==> src/hw/rtl/ray_cube_entry_face_macros.svh <==
// Assertion helpers; clk and arst_n must exist in the using module.
`ifndef RAY_CUBE_ENTRY_FACE_MACROS_SVH
`define RAY_CUBE_ENTRY_FACE_MACROS_SVH

// Same-cycle implication.
`define RCEF_ASSERT_NOW(lbl, ante, cons) \
	lbl: assert property (@(posedge clk) disable iff (!arst_n) (ante) |-> (cons)) \
		else $error("assertion failed (same cycle)");

// Next-cycle implication.
`define RCEF_ASSERT_NEXT(lbl, ante, cons) \
	lbl: assert property (@(posedge clk) disable iff (!arst_n) (ante) |=> (cons)) \
		else $error("assertion failed (next cycle)");

`endif

==> src/hw/rtl/rcef_pkg.sv <==
`timescale 1ns / 1ps
package rcef_pkg;

	localparam int POS_W      = 32;
	localparam int DIR_W      = 16;
	localparam int CELL_W     = 16;
	localparam int FACE_W     = 3;
	localparam int DIFF_W     = 34;
	localparam int NUM_W      = 48;
	localparam int DEN_W      = 16;
	localparam int REM_W      = DEN_W + 1;
	localparam int T_W        = 48;
	localparam int PROD_W     = DIR_W + T_W;
	localparam int COORD_W    = 50;
	localparam int DIV_BPS    = 4;
	localparam int DIV_STAGES = NUM_W / DIV_BPS;

	// internal face numbering
	typedef enum logic [FACE_W-1:0] {
		FACE_PY = 3'd0,
		FACE_NY = 3'd1,
		FACE_PZ = 3'd2,
		FACE_PX = 3'd3,
		FACE_NZ = 3'd4,
		FACE_NX = 3'd5
	} face_t;

	typedef struct packed {
		logic [REM_W-1:0] rem;
		logic [NUM_W-1:0] nq;   // numerator bits shift out, quotient bits shift in
	} div_st_t;

	typedef struct packed {
		logic [2:0][POS_W-1:0]  origin;
		logic [2:0][DIR_W-1:0]  dir;
		logic [2:0][CELL_W-1:0] ctr;
		logic [2:0]             qneg;
	} meta_t;

	// DIV_BPS restoring steps
	function automatic div_st_t div_step(div_st_t cur, logic [DEN_W-1:0] den);
		div_st_t          st;
		logic [REM_W-1:0] r;
		st = cur;
		for (int k = 0; k < DIV_BPS; k++) begin
			r     = {st.rem[REM_W-2:0], st.nq[NUM_W-1]};
			st.nq = {st.nq[NUM_W-2:0], 1'b0};
			if (r >= {1'b0, den}) begin
				r        = r - {1'b0, den};
				st.nq[0] = 1'b1;
			end
			st.rem = r;
		end
		return st;
	endfunction

	// face hit on axis a (0 x, 1 y, 2 z)
	function automatic face_t axis_face(int a, logic neg);
		face_t f;
		case (a)
			0:       f = neg ? FACE_PX : FACE_NX;
			1:       f = neg ? FACE_PY : FACE_NY;
			default: f = neg ? FACE_PZ : FACE_NZ;
		endcase
		return f;
	endfunction

	// cell + step, clamped to the signed 16-bit range
	function automatic logic [CELL_W-1:0] sat_step(logic [CELL_W-1:0] c, logic [1:0] n);
		logic [CELL_W:0] s;
		s = {c[CELL_W-1], c} + {{(CELL_W-1){n[1]}}, n};
		if (s[CELL_W] != s[CELL_W-1])
			return s[CELL_W] ? {1'b1, {(CELL_W-1){1'b0}}} : {1'b0, {(CELL_W-1){1'b1}}};
		return s[CELL_W-1:0];
	endfunction

endpackage

==> src/hw/rtl/rcef_div.sv <==
`timescale 1ns / 1ps
module rcef_div (
	input  logic                        clk,
	input  logic                        en,
	input  logic [rcef_pkg::NUM_W-1:0]  num,
	input  logic [rcef_pkg::DEN_W-1:0]  den,
	output logic [rcef_pkg::NUM_W-1:0]  quo
);
	import rcef_pkg::*;

	div_st_t          st_s  [DIV_STAGES];
	logic [DEN_W-1:0] den_s [DIV_STAGES-1];

	always_ff @(posedge clk) begin
		if (en) begin
			st_s[0]  <= div_step('{rem: '0, nq: num}, den);
			den_s[0] <= den;
			for (int i = 1; i < DIV_STAGES; i++)
				st_s[i] <= div_step(st_s[i-1], den_s[i-1]);
			for (int i = 1; i < DIV_STAGES - 1; i++)
				den_s[i] <= den_s[i-1];
		end
	end

	assign quo = st_s[DIV_STAGES-1].nq;

endmodule

==> config.mk <==
export PLATFORM = sky130hd
export DESIGN_NAME = rcef_div
export DESIGN_NICKNAME = d
export VERILOG_FILES = /design/src/hw/rtl/ray_cube_entry_face_macros.svh /design/src/hw/rtl/rcef_pkg.sv /design/src/hw/rtl/rcef_div.sv
export SDC_FILE = /design/constraint.sdc
export NUM_CORES = 2
export LEC_CHECK = 0
export BUFFER_PORTS_ARGS = -buffer_cell sky130_fd_sc_hd__buf_2
export CAP_MARGIN = 20
export CORE_UTILIZATION = 55
export CTS_CLUSTER_SIZE = 10
export DETAILED_ROUTE_END_ITERATION = 8
export GPL_TIMING_DRIVEN = 0
export PLACE_DENSITY = 0.67
export SLEW_MARGIN = 10
export SYNTH_ARGS = -nofsm -noshare
export SYNTH_HDL_FRONTEND = slang
export SYNTH_SLANG_ARGS = --single-unit
==> constraint.sdc <==
create_clock -name clk -period 13.52 [get_ports clk]
set_input_delay 0.676 -clock clk [delete_from_list [all_inputs] [get_ports clk]]
set_output_delay 0.676 -clock clk [all_outputs]
set_load 0.02 [all_outputs]
==> flow_summary.html <==
<table>
<tr><th>Metric</th><th>Value</th></tr>
<tr><th colspan="2">Outcome</th></tr>
<tr><td>Status</td><td>completed</td></tr>
<tr><th colspan="2">CTS</th></tr>
<tr><td>H-tree lvl count</td><td>3</td></tr>
<tr><td>Max Buffers Root-to-Sink</td><td>3</td></tr>
<tr><td>TritonCTS clock tree</td><td>yes</td></tr>
<tr><td>Clock sink count</td><td>928</td></tr>
<tr><td>Clock root buffer</td><td>sky130_fd_sc_hd__clkbuf_16</td></tr>
<tr><td>Clock input transition at the sequential cells of the worst setup and hold paths</td><td>0.06 ns</td></tr>
<tr><td>Clock latency at the later pin of the worst-skew pair</td><td>0.73 ns</td></tr>
<tr><td>Number of buffers added by the clock tree synthesis step</td><td>109</td></tr>
<tr><th colspan="2">Synthesis</th></tr>
<tr><td>Post-synthesis register bit count</td><td>928</td></tr>
<tr><td>Number of warnings printed during yosys synthesis</td><td>0</td></tr>
<tr><td>Fraction of the mapped netlist area in compound gates</td><td>0.1659</td></tr>
<tr><td>Xor and xnor area share after synthesis</td><td>0.06437</td></tr>
<tr><td>Yosys top cell by area</td><td>sky130_fd_sc_hd__edfxtp_1</td></tr>
<tr><td>Most used standard cell by instance count after synthesis</td><td>sky130_fd_sc_hd__edfxtp_1</td></tr>
<tr><td>Sequential area share after synthesis</td><td>0.3962</td></tr>
<tr><td>Net count after synthesis</td><td>7671</td></tr>
<tr><td>Multiplexer share of the synthesized area</td><td>0.07263</td></tr>
<tr><td>Share of flip-flops with an asynchronous set or reset after synthesis</td><td>0</td></tr>
<tr><td>Synth cell types</td><td>101</td></tr>
<tr><td>Share of synthesized cell area in and, or, nand and nor gates</td><td>0.1163</td></tr>
<tr><td>Post-synth EDFFs</td><td>928</td></tr>
<tr><td>Synthesized-area fraction occupied by adder cells</td><td>0.1472</td></tr>
<tr><td>Post-Synthesis Mean Instance Area</td><td>10.34 um^2</td></tr>
<tr><td>Most common flop cell mapped by yosys</td><td>sky130_fd_sc_hd__edfxtp_1</td></tr>
<tr><td>Synth area leaders</td><td>sky130_fd_sc_hd__edfxtp_1, sky130_fd_sc_hd__ha_1, sky130_fd_sc_hd__mux2_2, sky130_fd_sc_hd__xnor2_1, sky130_fd_sc_hd__a21oi_1</td></tr>
<tr><td>Synthesized instance count</td><td>6805</td></tr>
<tr><td>Post-synth top cells</td><td>sky130_fd_sc_hd__edfxtp_1, sky130_fd_sc_hd__ha_1, sky130_fd_sc_hd__a21oi_1, sky130_fd_sc_hd__inv_1, sky130_fd_sc_hd__nor2_1</td></tr>
<tr><td>Portion of synthesized cell area occupied by the leading cell type</td><td>0.3962</td></tr>
<tr><td>Mapped Area</td><td>70340 um^2</td></tr>
<tr><td>Combinational family with the most area after synthesis</td><td>compound AO/OA/AOI/OAI gates</td></tr>
<tr><th colspan="2">Routing</th></tr>
<tr><td>Average detailed-routed wire length per instance</td><td>19.08 um</td></tr>
<tr><td>Detailed-route wire length</td><td>166600 um</td></tr>
<tr><td>Antenna Nets Post-Route</td><td>0</td></tr>
<tr><td>Via-to-Cell Ratio</td><td>5.983</td></tr>
<tr><td>Count of routing violations after the opening detailed-route iteration</td><td>3870</td></tr>
<tr><td>Vias after detailed routing</td><td>52250</td></tr>
<tr><td>DRC violation count after routing</td><td>0</td></tr>
<tr><td>Number of iterations in the first detailed-routing pass</td><td>6</td></tr>
<tr><th colspan="2">Cells and area</th></tr>
<tr><td>Fill cells</td><td>10630</td></tr>
<tr><td>Number of nets at the end of the flow</td><td>7913</td></tr>
<tr><td>Fraction of final layout cells sized beyond drive strength 1</td><td>0.1180</td></tr>
<tr><td>Diodes inserted</td><td>0</td></tr>
<tr><td>Layout Area Growth over Synthesis</td><td>8.792%</td></tr>
<tr><th colspan="2">Global routing</th></tr>
<tr><td>Overall fraction of global-route tracks in use</td><td>0.2509</td></tr>
<tr><td>Global-route wire length before repair</td><td>262400 um</td></tr>
<tr><td>Pin count of the biggest net entering global routing</td><td>120</td></tr>
<tr><td>Vias in the first global route</td><td>49630</td></tr>
<tr><td>Residual overflow from global routing</td><td>0</td></tr>
<tr><td>Antenna violations before repair</td><td>2</td></tr>
<tr><th colspan="2">Setup path</th></tr>
<tr><td>Delay of the slowest cell on the worst path</td><td>0.43 ns</td></tr>
<tr><td>Register-to-register setup slack</td><td>0.68 ns</td></tr>
<tr><td>Setup crit start kind</td><td>flop</td></tr>
<tr><td>Worst Path Arrival</td><td>13.28 ns</td></tr>
<tr><td>Crit path required time</td><td>13.96 ns</td></tr>
<tr><td>Maximum fanout along the worst path</td><td>11</td></tr>
<tr><td>R2r worst-path depth</td><td>48</td></tr>
<tr><td>Worst setup path start</td><td>den_s[5][11]</td></tr>
<tr><td>Kind of critical path</td><td>reg -&gt; reg</td></tr>
<tr><td>Launch point of the worst reg-to-reg path</td><td>den_s[5][11]</td></tr>
<tr><td>Worst reg2reg path endpoint</td><td>st_s[1][190]</td></tr>
<tr><td>Critical path destination</td><td>st_s[1][190]</td></tr>
<tr><td>Type of destination of the critical path</td><td>flop</td></tr>
<tr><td>Highest-delay cell along the critical path</td><td>sky130_fd_sc_hd__edfxtp_1</td></tr>
<tr><th colspan="2">Placement</th></tr>
<tr><td>Routability Congestion</td><td>0.9518</td></tr>
<tr><td>HPWL reported at the end of detailed placement</td><td>130800 um</td></tr>
<tr><td>I/O Buffers</td><td>113</td></tr>
<tr><th colspan="2">STA</th></tr>
<tr><td>Period utilization</td><td>0.9498</td></tr>
<tr><td>Worst hold margin</td><td>0.1213 ns</td></tr>
<tr><td>Max Fclk</td><td>77.88 MHz</td></tr>
<tr><td>Rel. slew slack</td><td>0.3937</td></tr>
<tr><td>Final setup violation count</td><td>0</td></tr>
<tr><td>Max Clock Skew</td><td>0.03716 ns</td></tr>
<tr><td>Time the worst path needs with I/O delays and setup</td><td>12.84 ns</td></tr>
<tr><td>Transition time of the tightest slew-check pin</td><td>0.8977 ns</td></tr>
<tr><td>Slew Viols, Final</td><td>0</td></tr>
<tr><td>Unrepaired setup endpoints after global routing</td><td>false</td></tr>
<tr><td>Hold violation total from the final report</td><td>0</td></tr>
<tr><th colspan="2">Worst hold path</th></tr>
<tr><td>Classification of the worst-slack hold path</td><td>in -&gt; reg</td></tr>
<tr><th colspan="2">Floorplanning</th></tr>
<tr><td>Effective utilization at floorplan</td><td>0.5573</td></tr>
<tr><td>Height of the die</td><td>359.6 um</td></tr>
<tr><td>Number of top-level pins</td><td>114</td></tr>
<tr><td>Die area</td><td>129300 um^2</td></tr>
<tr><td>FP Rows</td><td>130</td></tr>
<tr><td>Width of the die</td><td>359.6 um</td></tr>
<tr><td>Core region area</td><td>126200 um^2</td></tr>
<tr><th colspan="2">Run</th></tr>
<tr><td>Number of max-capacitance violations reported</td><td>0</td></tr>
</table>
-- kinds of logic (layout without fill, tap and decap cells) --
logic type / after synthesis / count (layout)
simple gates: 1678 / 1678
xor+xnor: 517 / 517
compound gates: 1791 / 1791
buf+inv: 636 / 913
flops: 928 / 928
mux: 455 / 455
fa+ha+maj: 800 / 800
-- timing repair --
| action | CTS | global route |
|---|---|---|
| gates resized for setup | 2 | 62 |
| hold buffers | 0 | 0 |
| buffers inserted | 1 | 10 |
| pin swaps | 1 | 2 |
| setup endpoints to repair | 17 | 143 |
-- through the flow --
stage / TNS [ns] / utilization / std cells / setup slack [ns] / instance area (um^2)
after floorplan: 0 / - / 6805 / 2.450 / 70340
after global placement: -2012.24 / 0.5781 / 8568 / -2.426 / 72970
after detailed placement: -8.675 / 0.5800 / 8576 / -0.6384 / 73200
after CTS: 0 / 0.6047 / 8722 / 0.002075 / 76330
after global routing: 0 / 0.6063 / 8732 / 0.01374 / 76530
final: 0 / 0.6063 / 8732 / 0.6792 / 76530
-- cell usage in the layout (no fill, tap or decap), types with 136 or more instances in the layout --
cell and count:
sky130_fd_sc_hd__a21o_1 193, sky130_fd_sc_hd__a21oi_1 498, sky130_fd_sc_hd__buf_2 136, sky130_fd_sc_hd__edfxtp_1 928, sky130_fd_sc_hd__ha_1 754, sky130_fd_sc_hd__inv_1 477
sky130_fd_sc_hd__mux2_2 365, sky130_fd_sc_hd__nand2_1 396, sky130_fd_sc_hd__nor2_1 463, sky130_fd_sc_hd__nor3_1 138, sky130_fd_sc_hd__o21ai_0 377, sky130_fd_sc_hd__xnor2_1 335
sky130_fd_sc_hd__xor2_1 182
-- flip-flops by register name (all words and copies together) (netlist names) --
signal and count:
den_s 176, st_s 752
-- how the worst min path moves through the flow --
stage,startpoint,depth (start not counted),end
floorplan,st_s[0][31],0,st_s[0][100]
detailed placement,st_s[0][32],0,st_s[0][101]
finish,num[32],1,st_s[0][36]
global route,num[32],1,st_s[0][36]
CTS,num[32],1,st_s[0][36]
global placement,st_s[2][173],0,st_s[2][242]
-- layout make-up --
type	instances	area, um^2	area share
Multi-Input combinational cell	5241	39940	0.5220
Sequential cell	928	27870	0.3641
Clock buffer	119	2765	0.03613
Tap cell	1650	2064	0.02698
Inverter	486	1824	0.02384
Timing Repair Buffer	134	890.9	0.01164
Buffer	147	824.5	0.01077
Clock inverter	27	346.6	0.004529
-- critical path: cells and delay by family (launching register included) --
family                     cells  cell delay [ns]
DFF                            1             0.43
and+or+nand+nor               11             2.67
buffers and inverters          9             1.76
muxes                          2             0.61
AOI/OAI and AO/OA             22             5.66
adders and majority gates      4             1.34
-- routing by layer --
metal	global-route usage	up-vias	part of all wire
met5	0	-	0
met1	0.3432	24950	0.46
met4	0.06796	0	0.024
met3	0.02840	230	0.040
met2	0.4212	1117	0.47
li1	-	25950	-
Power is not shown: default switching activity piles up to over one toggle a cycle in this logic, so the estimate is an artifact.
